$ cat src/gobd_pkg.sv
package gobd_pkg;

   // Image geometry and pixel depth.
   localparam int IMAGE_WIDTH  = 1024;
   localparam int IMAGE_HEIGHT = 1024;
   localparam int PIXEL_BITS   = 8;

   // Field widths.
   localparam int PIXEL_W     = 8;
   localparam int COORD_W     = 10;
   localparam int SIZE_W      = 9;
   localparam int SUM_W       = 28;
   localparam int EDGE_W      = 12;
   localparam int IMG_CMP_W   = 13;
   localparam int CSR_INDEX_W = 3;
   localparam int CSR_DATA_W  = 28;
   localparam int NUM_CELLS   = 9;
   localparam int CELL_W      = 4;
   localparam int ACTION_W    = 2;
   localparam int PATTERN_W   = 3;

   // Result queue depth; a power of two so that the pointers wrap naturally.
   localparam int RSP_DEPTH = 4;
   localparam int RSP_PTR_W = $clog2(RSP_DEPTH);
   localparam int RSP_CNT_W = $clog2(RSP_DEPTH + 1);

   localparam logic [PIXEL_W-1:0] PIXEL_MASK = PIXEL_W'((64'd1 << PIXEL_BITS) - 64'd1);
   localparam logic [SUM_W-1:0]   SUM_MAX    = '1;

   // Register reset values.
   localparam logic [COORD_W-1:0] RST_GRID_LEFT   = 10'd15;
   localparam logic [COORD_W-1:0] RST_GRID_TOP    = 10'd40;
   localparam logic [SIZE_W-1:0]  RST_CELL_WIDTH  = 9'd215;
   localparam logic [SIZE_W-1:0]  RST_CELL_HEIGHT = 9'd50;
   localparam logic [SUM_W-1:0]   RST_MIDDLE_THR  = 28'd160;
   localparam logic [SUM_W-1:0]   RST_SIDE_THR    = 28'd1500;
   localparam logic [SUM_W-1:0]   RST_HARD_THR    = 28'd4100;

   // Register indexes.
   typedef enum logic [CSR_INDEX_W-1:0] {
      CSR_GRID_LEFT   = 3'd0,
      CSR_GRID_TOP    = 3'd1,
      CSR_CELL_WIDTH  = 3'd2,
      CSR_CELL_HEIGHT = 3'd3,
      CSR_MIDDLE_THR  = 3'd4,
      CSR_SIDE_THR    = 3'd5,
      CSR_HARD_THR    = 3'd6
   } csr_index_type;

   // Action codes.
   localparam logic [ACTION_W-1:0] ACT_STRAIGHT = 2'd0;
   localparam logic [ACTION_W-1:0] ACT_SPIN     = 2'd1;
   localparam logic [ACTION_W-1:0] ACT_STEER    = 2'd2;
   localparam logic [ACTION_W-1:0] ACT_UNUSED   = 2'd3;

   typedef struct packed {
      logic [PIXEL_W-1:0] pixel;
      logic [COORD_W-1:0] column;
      logic [COORD_W-1:0] row;
      logic               frame_end;
   } req_payload_type;

   typedef struct packed {
      logic [NUM_CELLS-1:0] occupancy_map;
      logic [ACTION_W-1:0]  action;
      logic [PATTERN_W-1:0] pattern;
      logic                 hard_obstacle;
   } rsp_payload_type;

   // Grid edges and thresholds as seen by the datapath.
   typedef struct packed {
      logic [EDGE_W-1:0] col_edge0;
      logic [EDGE_W-1:0] col_edge1;
      logic [EDGE_W-1:0] col_edge2;
      logic [EDGE_W-1:0] col_edge3;
      logic [EDGE_W-1:0] row_edge0;
      logic [EDGE_W-1:0] row_edge1;
      logic [EDGE_W-1:0] row_edge2;
      logic [EDGE_W-1:0] row_edge3;
      logic [SUM_W-1:0]  middle_threshold;
      logic [SUM_W-1:0]  side_threshold;
      logic [SUM_W-1:0]  hard_threshold;
   } cfg_type;

   // A located pixel on its way to the accumulators.
   typedef struct packed {
      logic               valid;
      logic               hit;
      logic [CELL_W-1:0]  slot;
      logic [PIXEL_W-1:0] pixel;
      logic               frame_end;
   } cell_item_type;

   // A decision on its way to the result queue.
   typedef struct packed {
      logic            valid;
      rsp_payload_type payload;
   } decision_type;

endpackage

$ cat src/gobd_csr.sv
module gobd_csr
   import gobd_pkg::*;
(
   input  logic                   clock,
   input  logic                   reset,
   input  logic                   csr_valid,
   output logic                   csr_ready,
   input  logic [CSR_INDEX_W-1:0] csr_index,
   input  logic [CSR_DATA_W-1:0]  csr_data,
   output cfg_type                cfg
);

   logic [COORD_W-1:0] grid_left_ff, grid_left_in;
   logic [COORD_W-1:0] grid_top_ff, grid_top_in;
   logic [SIZE_W-1:0]  cell_width_ff, cell_width_in;
   logic [SIZE_W-1:0]  cell_height_ff, cell_height_in;
   logic [SUM_W-1:0]   middle_thr_ff, middle_thr_in;
   logic [SUM_W-1:0]   side_thr_ff, side_thr_in;
   logic [SUM_W-1:0]   hard_thr_ff, hard_thr_in;
   cfg_type            cfg_ff, cfg_in;

   // The port takes a write in every cycle.
   assign csr_ready = 1'b1;

   // Register write decode; unknown indexes are dropped.
   always_comb begin
      grid_left_in   = grid_left_ff;
      grid_top_in    = grid_top_ff;
      cell_width_in  = cell_width_ff;
      cell_height_in = cell_height_ff;
      middle_thr_in  = middle_thr_ff;
      side_thr_in    = side_thr_ff;
      hard_thr_in    = hard_thr_ff;
      if (csr_valid && csr_ready) begin
         case (csr_index)
            CSR_GRID_LEFT:   grid_left_in   = csr_data[COORD_W-1:0];
            CSR_GRID_TOP:    grid_top_in    = csr_data[COORD_W-1:0];
            CSR_CELL_WIDTH:  cell_width_in  = csr_data[SIZE_W-1:0];
            CSR_CELL_HEIGHT: cell_height_in = csr_data[SIZE_W-1:0];
            CSR_MIDDLE_THR:  middle_thr_in  = csr_data[SUM_W-1:0];
            CSR_SIDE_THR:    side_thr_in    = csr_data[SUM_W-1:0];
            CSR_HARD_THR:    hard_thr_in    = csr_data[SUM_W-1:0];
            default: ;
         endcase
      end
   end

   always_ff @(posedge clock) begin
      if (reset) begin
         grid_left_ff   <= RST_GRID_LEFT;
         grid_top_ff    <= RST_GRID_TOP;
         cell_width_ff  <= RST_CELL_WIDTH;
         cell_height_ff <= RST_CELL_HEIGHT;
         middle_thr_ff  <= RST_MIDDLE_THR;
         side_thr_ff    <= RST_SIDE_THR;
         hard_thr_ff    <= RST_HARD_THR;
      end else begin
         grid_left_ff   <= grid_left_in;
         grid_top_ff    <= grid_top_in;
         cell_width_ff  <= cell_width_in;
         cell_height_ff <= cell_height_in;
         middle_thr_ff  <= middle_thr_in;
         side_thr_ff    <= side_thr_in;
         hard_thr_ff    <= hard_thr_in;
      end
   end

   // Cell edges along each axis, kept in registers so the datapath only compares.
   always_comb begin
      cfg_in.col_edge0 = EDGE_W'(grid_left_ff);
      cfg_in.col_edge1 = EDGE_W'(grid_left_ff) + EDGE_W'(cell_width_ff);
      cfg_in.col_edge2 = EDGE_W'(grid_left_ff) + EDGE_W'({cell_width_ff, 1'b0});
      cfg_in.col_edge3 = cfg_in.col_edge2 + EDGE_W'(cell_width_ff);
      cfg_in.row_edge0 = EDGE_W'(grid_top_ff);
      cfg_in.row_edge1 = EDGE_W'(grid_top_ff) + EDGE_W'(cell_height_ff);
      cfg_in.row_edge2 = EDGE_W'(grid_top_ff) + EDGE_W'({cell_height_ff, 1'b0});
      cfg_in.row_edge3 = cfg_in.row_edge2 + EDGE_W'(cell_height_ff);
      cfg_in.middle_threshold = middle_thr_ff;
      cfg_in.side_threshold   = side_thr_ff;
      cfg_in.hard_threshold   = hard_thr_ff;
   end

   always_ff @(posedge clock) begin
      cfg_ff <= cfg_in;
   end

   assign cfg = cfg_ff;

endmodule

$ cat src/gobd_locate.sv
module gobd_locate
   import gobd_pkg::*;
(
   input  logic            clock,
   input  logic            reset,
   input  logic            req_valid,
   input  logic            req_stall,
   input  req_payload_type req_payload,
   input  cfg_type         cfg,
   output cell_item_type   item
);

   logic            s0_valid_ff, s0_valid_in;
   req_payload_type s0_payload_ff;
   logic            col_in_image;
   logic            row_in_image;
   logic [2:0]      col_cell;
   logic [2:0]      row_cell;
   cell_item_type   item_ff, item_in;

   // Returns {inside, index} for one axis of the grid.
   function automatic logic [2:0] axis_cell(
      input logic [EDGE_W-1:0] pos,
      input logic [EDGE_W-1:0] edge0,
      input logic [EDGE_W-1:0] edge1,
      input logic [EDGE_W-1:0] edge2,
      input logic [EDGE_W-1:0] edge3
   );
      logic [2:0] code;
      if (pos < edge0) begin
         code = 3'b000;
      end else if (pos < edge1) begin
         code = 3'b100;
      end else if (pos < edge2) begin
         code = 3'b101;
      end else if (pos < edge3) begin
         code = 3'b110;
      end else begin
         code = 3'b000;
      end
      return code;
   endfunction

   // Input register.
   assign s0_valid_in = req_valid && !req_stall;

   always_ff @(posedge clock) begin
      if (reset) begin
         s0_valid_ff <= 1'b0;
      end else begin
         s0_valid_ff <= s0_valid_in;
      end
   end

   always_ff @(posedge clock) begin
      if (s0_valid_in) begin
         s0_payload_ff <= req_payload;
      end
   end

   // Find the grid cell that the pixel falls in.
   always_comb begin
      col_in_image = IMG_CMP_W'(s0_payload_ff.column) < IMG_CMP_W'(IMAGE_WIDTH);
      row_in_image = IMG_CMP_W'(s0_payload_ff.row) < IMG_CMP_W'(IMAGE_HEIGHT);
      col_cell = axis_cell(EDGE_W'(s0_payload_ff.column), cfg.col_edge0, cfg.col_edge1,
                           cfg.col_edge2, cfg.col_edge3);
      row_cell = axis_cell(EDGE_W'(s0_payload_ff.row), cfg.row_edge0, cfg.row_edge1,
                           cfg.row_edge2, cfg.row_edge3);
      item_in.valid     = s0_valid_ff;
      item_in.hit       = col_in_image && row_in_image && col_cell[2] && row_cell[2];
      item_in.slot      = CELL_W'({row_cell[1:0], 1'b0}) + CELL_W'(row_cell[1:0])
                          + CELL_W'(col_cell[1:0]);
      item_in.pixel     = s0_payload_ff.pixel & PIXEL_MASK;
      item_in.frame_end = s0_payload_ff.frame_end;
   end

   // Located item register; only the valid bit is reset.
   always_ff @(posedge clock) begin
      if (reset) begin
         item_ff.valid <= 1'b0;
      end else begin
         item_ff.valid <= item_in.valid;
      end
      item_ff.hit       <= item_in.hit;
      item_ff.slot      <= item_in.slot;
      item_ff.pixel     <= item_in.pixel;
      item_ff.frame_end <= item_in.frame_end;
   end

   assign item = item_ff;

endmodule

$ cat src/gobd_accum.sv
module gobd_accum
   import gobd_pkg::*;
(
   input  logic          clock,
   input  logic          reset,
   input  cell_item_type item,
   input  cfg_type       cfg,
   output decision_type  decision
);

   logic [SUM_W-1:0]     sums_ff [NUM_CELLS];
   logic [SUM_W-1:0]     sums_in [NUM_CELLS];
   logic                 decide_ff, decide_in;
   logic [NUM_CELLS-1:0] occupied;
   logic [PATTERN_W-1:0] row_pattern [3];
   logic                 hard;

   function automatic logic side_case(input logic [PATTERN_W-1:0] p);
      return (p >= 3'd1 && p <= 3'd4) || p == 3'd6;
   endfunction

   // Saturating accumulate. The cycle after a frame end the sums are read for
   // the decision and restart from zero, so the next pixel adds onto zero.
   always_comb begin
      logic [SUM_W-1:0] base;
      logic [SUM_W:0]   total;
      for (int i = 0; i < NUM_CELLS; i++) begin
         base  = decide_ff ? '0 : sums_ff[i];
         total = {1'b0, base} + (SUM_W + 1)'(item.pixel);
         if (item.valid && item.hit && item.slot == CELL_W'(i)) begin
            sums_in[i] = total[SUM_W] ? SUM_MAX : total[SUM_W-1:0];
         end else begin
            sums_in[i] = base;
         end
      end
      decide_in = item.valid && item.frame_end;
   end

   always_ff @(posedge clock) begin
      if (reset) begin
         for (int i = 0; i < NUM_CELLS; i++) begin
            sums_ff[i] <= '0;
         end
         decide_ff <= 1'b0;
      end else begin
         for (int i = 0; i < NUM_CELLS; i++) begin
            sums_ff[i] <= sums_in[i];
         end
         decide_ff <= decide_in;
      end
   end

   // Occupancy per cell; middle-column cells also pass on the middle threshold.
   always_comb begin
      for (int r = 0; r < 3; r++) begin
         row_pattern[r] = '0;
         for (int c = 0; c < 3; c++) begin
            occupied[r*3+c] = (sums_ff[r*3+c] >= cfg.side_threshold)
                              || (c == 1 && sums_ff[r*3+c] >= cfg.middle_threshold);
            row_pattern[r][2-c] = occupied[r*3+c];
         end
      end
      hard = (sums_ff[NUM_CELLS-1] >= cfg.side_threshold)
             && (sums_ff[NUM_CELLS-1] >= cfg.hard_threshold);
   end

   // Action choice: the bottom row decides first, then the middle, then the top.
   always_comb begin
      decision.valid                 = decide_ff;
      decision.payload.occupancy_map = occupied;
      decision.payload.hard_obstacle = hard;
      decision.payload.action        = ACT_STRAIGHT;
      decision.payload.pattern       = '0;
      if (occupied == '0) begin
         decision.payload.action = ACT_STRAIGHT;
      end else if (row_pattern[2] == 3'd5 || row_pattern[2] == 3'd7) begin
         decision.payload.action = ACT_SPIN;
      end else if (side_case(row_pattern[2])) begin
         decision.payload.action  = ACT_STEER;
         decision.payload.pattern = row_pattern[2];
      end else if (side_case(row_pattern[1])) begin
         decision.payload.pattern = row_pattern[1];
      end else if (side_case(row_pattern[0])) begin
         decision.payload.pattern = row_pattern[0];
      end
   end

endmodule

$ cat src/gobd_rsp_queue.sv
module gobd_rsp_queue
   import gobd_pkg::*;
(
   input  logic            clock,
   input  logic            reset,
   input  logic            req_valid,
   input  logic            req_frame_end,
   output logic            req_stall,
   input  decision_type    decision,
   output logic            rsp_valid,
   input  logic            rsp_stall,
   output rsp_payload_type rsp_payload
);

   rsp_payload_type        entries_ff [RSP_DEPTH];
   logic [RSP_PTR_W-1:0]   wr_ptr_ff, wr_ptr_in;
   logic [RSP_PTR_W-1:0]   rd_ptr_ff, rd_ptr_in;
   logic [RSP_CNT_W-1:0]   count_ff, count_in;
   logic [RSP_CNT_W-1:0]   pending_ff, pending_in;
   logic                   req_take;
   logic                   rsp_take;
   logic                   frame_take;

   // Frame ends in flight plus results waiting never exceed the queue depth, so a
   // decision always finds a free entry; pixels are held while that count is at the depth.
   assign req_stall  = pending_ff == RSP_CNT_W'(RSP_DEPTH);
   assign req_take   = req_valid && !req_stall;
   assign frame_take = req_take && req_frame_end;
   assign rsp_valid  = count_ff != '0;
   assign rsp_take   = rsp_valid && !rsp_stall;
   assign rsp_payload = entries_ff[rd_ptr_ff];

   always_comb begin
      pending_in = pending_ff + RSP_CNT_W'(frame_take) - RSP_CNT_W'(rsp_take);
      count_in   = count_ff + RSP_CNT_W'(decision.valid) - RSP_CNT_W'(rsp_take);
      wr_ptr_in  = wr_ptr_ff + RSP_PTR_W'(decision.valid);
      rd_ptr_in  = rd_ptr_ff + RSP_PTR_W'(rsp_take);
   end

   always_ff @(posedge clock) begin
      if (reset) begin
         pending_ff <= '0;
         count_ff   <= '0;
         wr_ptr_ff  <= '0;
         rd_ptr_ff  <= '0;
      end else begin
         pending_ff <= pending_in;
         count_ff   <= count_in;
         wr_ptr_ff  <= wr_ptr_in;
         rd_ptr_ff  <= rd_ptr_in;
      end
   end

   // Result storage.
   always_ff @(posedge clock) begin
      if (decision.valid) begin
         entries_ff[wr_ptr_ff] <= decision.payload;
      end
   end

endmodule

$ cat src/grid_obstacle_detector.sv
// A frame-end transaction passes the input register, the located item register and the
// decide register, and its result is written into the result queue before rsp offers it.
// Throughput: one pixel per cycle; the input stalls only while four results are
// pending (in flight or waiting in the four-entry result queue).
// Reset is synchronous and active high: registers return to defaults, sums to zero.
module grid_obstacle_detector
   import gobd_pkg::*;
(
   input  logic                   clock,
   input  logic                   reset,
   input  logic                   req_valid,
   output logic                   req_stall,
   input  req_payload_type        req_payload,
   output logic                   rsp_valid,
   input  logic                   rsp_stall,
   output rsp_payload_type        rsp_payload,
   input  logic                   csr_valid,
   output logic                   csr_ready,
   input  logic [CSR_INDEX_W-1:0] csr_index,
   input  logic [CSR_DATA_W-1:0]  csr_data
);

   cfg_type       cfg;
   cell_item_type item;
   decision_type  decision;

   // Configuration registers and derived grid edges.
   gobd_csr u_csr (
      .clock     (clock),
      .reset     (reset),
      .csr_valid (csr_valid),
      .csr_ready (csr_ready),
      .csr_index (csr_index),
      .csr_data  (csr_data),
      .cfg       (cfg)
   );

   // Input register and cell lookup.
   gobd_locate u_locate (
      .clock       (clock),
      .reset       (reset),
      .req_valid   (req_valid),
      .req_stall   (req_stall),
      .req_payload (req_payload),
      .cfg         (cfg),
      .item        (item)
   );

   // Cell sums and the frame decision.
   gobd_accum u_accum (
      .clock    (clock),
      .reset    (reset),
      .item     (item),
      .cfg      (cfg),
      .decision (decision)
   );

   // Result queue and input flow control.
   gobd_rsp_queue u_rsp_queue (
      .clock         (clock),
      .reset         (reset),
      .req_valid     (req_valid),
      .req_frame_end (req_payload.frame_end),
      .req_stall     (req_stall),
      .decision      (decision),
      .rsp_valid     (rsp_valid),
      .rsp_stall     (rsp_stall),
      .rsp_payload   (rsp_payload)
   );

endmodule

$ cat config.mk
export PLATFORM = sky130hd
export DESIGN_NAME = grid_obstacle_detector
export DESIGN_NICKNAME = d
export VERILOG_FILES = /design/src/gobd_pkg.sv /design/src/gobd_csr.sv /design/src/gobd_locate.sv /design/src/gobd_accum.sv /design/src/gobd_rsp_queue.sv /design/src/grid_obstacle_detector.sv
export SDC_FILE = /design/constraint.sdc
export NUM_CORES = 2
export LEC_CHECK = 0
export BUFFER_PORTS_ARGS = -buffer_cell sky130_fd_sc_hd__buf_2
export CAP_MARGIN = 20
export CORE_MARGIN = 4
export CORE_UTILIZATION = 45
export DETAILED_ROUTE_END_ITERATION = 6
export PLACE_DENSITY = 0.56
export SYNTH_ARGS = -nofsm -noshare
export SYNTH_HDL_FRONTEND = slang
export SYNTH_SLANG_ARGS = --single-unit
$ cat constraint.sdc
create_clock -name clock -period 4.6 [get_ports clock]
set_input_delay 0.46 -clock clock [delete_from_list [all_inputs] [get_ports clock]]
set_output_delay 0.46 -clock clock [all_outputs]
set_load 0.005 [all_outputs]
==> metrics.csv <==
metric,value,unit
status,completed,
synth_simple_gate_area_frac,0.1696,
post_synth.cell_area_avg,9.051,um^2
grt_use_total,0.2435,
cpMostUsedCell,a21o_1,
top_layer,met5,
grt_first_pass_wirelength,173300,um
min_to,u_csr.hard_thr_ff[12],
synth_fa_ha_area_frac,0.1952,
setup_violations,0,
layout_min_cycle_time,3.909,ns
critPathRequiredTime,5.19,ns
rows,106,
fillers,7972,
clk_latency,0.65,ns
grt-ovfl-total,0,
r2r_cells,13,
slowest_stage,a2111oi_0,
holdWs,0.06501,ns
arrival,4.50,ns
cellLeakagePower,18.45,nW
synthMuxAreaShare,0.01595,
synth_xor_area_frac,0.05139,
syn_inst,4237,
layout.nets,5022,
synth_top_family_by_area,adder cells,
coreArea,84090,um^2
min_path_cells,3,
ant_nets,0,
path_max_fanout,4,
cp-end-kind,flip-flop,
netlist_top_cells_count,"569 x dfxtp_1, 568 x ha_1, 468 x nand2_1",
critPathKind,reg -> reg,
r2r-end,u_locate.item[11],
via_count,30820,
place_inst,5396,
clk_pin_slew,0.06,ns
hold_path.startpoint,csr_data[12],
gp_congestion,0.8960,
antenna_found_initial,6,
final_cell_area,43290,um^2
rrSetupSlack,0.69,ns
cts_buffers,77,
worstMarginPinSlew,1.050,ns
synth.yosys.seq_area_share,0.3667,
skew,0.02089,ns
yosysMostFrequentCell,dfxtp_1,
wire_per_inst,19.79,um
finalCritPeriodShare,0.8498,
cp_cell_sequence,"ha_1, a21o_1, a21o_1, a21o_1, a21o_1, a2111oi_0, o32ai_1, nor4b_1, fa_1, ha_1, inv_1, fa_1, inv_1",
vias_per_cell,5.533,
finalHoldViolCount,0,
dpl.hpwl,81600,um
yosysUniqueCellTypes,96,
wl_met3,3579,um
io_pins,83,
cts_tree,yes,
relSlewSlack,0.2818,
drv_cap,0,
yosysWarnings,0,
yosys_register_bits,658,
yosys.area.top_type,dfxtp_1,
critical_path_buf_inv_count,2,
grt_max_degree,87,
cts.sinks,658,
fmax,255.8,MHz
r2r-start,u_locate.s0_payload_ff[12],
post_synth_instance_area,38350,um^2
area_delta_synth_final,12.88,%
die-width,299.9,um
slowest_delay,0.57,ns
yosysTopAreaCellShare,0.2970,
drt_first_pass_iters,7,
drcViolationCount,0,
holdCritPathClass,in -> reg,
cellPowerDensity,335.5,nW/um^2
drv_slew,0,
synth-compound-area-share,0.1613,
initial_core_util,0.4561,
ctsRootBufferMaster,clkbuf_16,
drt_iter0_markers,1595,
vdd_drop_max,0.0002980,V
async_reset_ff_frac,0,
synthTopCellsByArea,"dfxtp_1 30%, ha_1 19%, edfxtp_1 7.0%",
wl_met1,47870,um
synth-edff-count,89,
place_area,40280,um^2
layout.cells.non_filler,5570,
die_y,299.9,um
cp-start-kind,flip-flop,
tns,0,ns
ys.flop_type,dfxtp_1,
post_cts_buffers,0,
routed_wl,110300,um
cp_top_family,compound AO/OA/AOI/OAI gates,
grt_pass1_vias,31050,
wl_met2,55240,um
drive_gt1_frac,0.07647,
grt_setup_unrepaired,no,
synth_nets,4889,
clockBufferDepth,3,
dieArea,89950,um^2
htree_levels,3,
io_buffers,81,
## where the power goes
group	switching (W)	leakage (nW)	internal, W
sequential	0.000235	5.45	0.00604
clock	0.00269	1.30	0.00382
combinational	0.000979	11.7	0.000760
total	0.00390	18.5	0.0106
## cell usage in the layout (no fill, tap or decap), drive strengths merged, types with 23 or more instances in the layout
cell type,netlist,routed
and4,24,24
a221oi,26,26
dlygate4sd3,0,29
nor3,86,86
and2,29,29
a211oi,49,49
ha,568,568
nand2b,49,49
a31oi,33,33
a21oi,372,372
and3,57,57
a21o,73,73
nand2,469,469
o21a,33,33
mux2i,24,24
xnor2,130,130
dfxtp,569,569
inv,292,296
nand3,131,131
buf,16,131
xor2,95,95
edfxtp,89,89
clkbuf,91,106
a2111oi,23,23
nor2b,109,109
nand4,84,84
nor4,25,25
nor2,191,191
o21ai,278,278
## cell families (layout without fill, tap and decap cells)
logic type	count (synthesis)	count (layout)
adder cells (fa/ha/maj)	587	587
buffers and inverters	399	595
flip-flops	658	658
XOR/XNOR	225	225
AND/OR/NAND/NOR	1315	1315
multiplexers	42	42
other	1	4
AO/OA/AOI/OAI	1010	1010
## metal layers
layer,vias up,GRT usage
met5,-,0
li1,15490,-
met2,494,0.4443
met3,197,0.02903
met4,8,0.08098
met1,14630,0.2974
## worst reg2reg max path, stage by stage, from the launching register on
cell and delay [ns]:
edfxtp_1 0.45, ha_1 0.31, a21o_1 0.16, a21o_1 0.17, a21o_1 0.17, a21o_1 0.19, a2111oi_0 0.57, o32ai_1 0.24
nor4b_1 0.38, fa_1 0.49, ha_1 0.21, inv_1 0.06, fa_1 0.40, inv_1 0.06
## registers in the layout, indices dropped and copies added, names as in the netlist
register / flops
u_accum.decide_ff: 1
u_accum.sums_ff: 252
u_csr.cell_height_ff: 9
u_csr.cell_width_ff: 9
u_csr.cfg: 168
u_csr.grid_left_ff: 10
u_csr.grid_top_ff: 10
u_csr.hard_thr_ff: 28
u_csr.middle_thr_ff: 28
u_csr.side_thr_ff: 28
u_locate.item: 15
u_locate.item_in: 9
u_locate.s0_payload_ff: 20
u_locate.s0_valid_ff: 1
u_rsp_queue.count_ff: 3
u_rsp_queue.entries_ff: 60
u_rsp_queue.pending_ff: 3
u_rsp_queue.rd_ptr_ff: 2
u_rsp_queue.wr_ptr_ff: 2
## cell type report
type,count,area (um^2),share of cell area
Timing Repair Buffer,161,1152,0.02662
Clock inverter,37,421.7,0.009741
Clock buffer,105,2291,0.05292
Multi-Input combinational cell,3180,22830,0.5275
Sequential cell,658,14070,0.3250
Inverter,292,1096,0.02532
Antenna cell,3,7.507,0.0001734
Tap cell,1134,1419,0.03278
## what timing repair did
item | CTS | global route
hold buffers | 29 | 0
endpoints found under the hold margin | 29 | 0
gates resized for setup | 0 | 0
## worst max-delay path by stage
stage                                     startpoint                 endpoint  slack, ns  depth (start not counted)
after global placement    u_locate.s0_payload_ff[12]        u_locate.item[11]       0.64                         13
after detailed placement  u_locate.s0_payload_ff[12]        u_locate.item[11]       0.62                         13
after global routing      u_locate.s0_payload_ff[12]        u_locate.item[11]       0.35                         13
after CTS                 u_locate.s0_payload_ff[12]        u_locate.item[11]       0.64                         13
final                     u_locate.s0_payload_ff[12]        u_locate.item[11]       0.69                         13
after floorplan                    u_accum.decide_ff  u_accum.sums_ff[0][220]       0.94                         17
## per-stage QoR
| step | utilization | setup slack [ns] | power [W] |
|---|---|---|---|
| CTS | 0.5147 | 0.6413 | 0.01469 |
| detailed placement | 0.4790 | 0.6173 | 0.008137 |
| finish | 0.5148 | 0.6908 | 0.01452 |
| global placement | 0.4784 | 0.6445 | 0.008082 |
| floorplan | - | 0.9391 | 0.007499 |
| global route | 0.5147 | 0.3506 | 0.01514 |
Power figures use the tool's default switching activity.
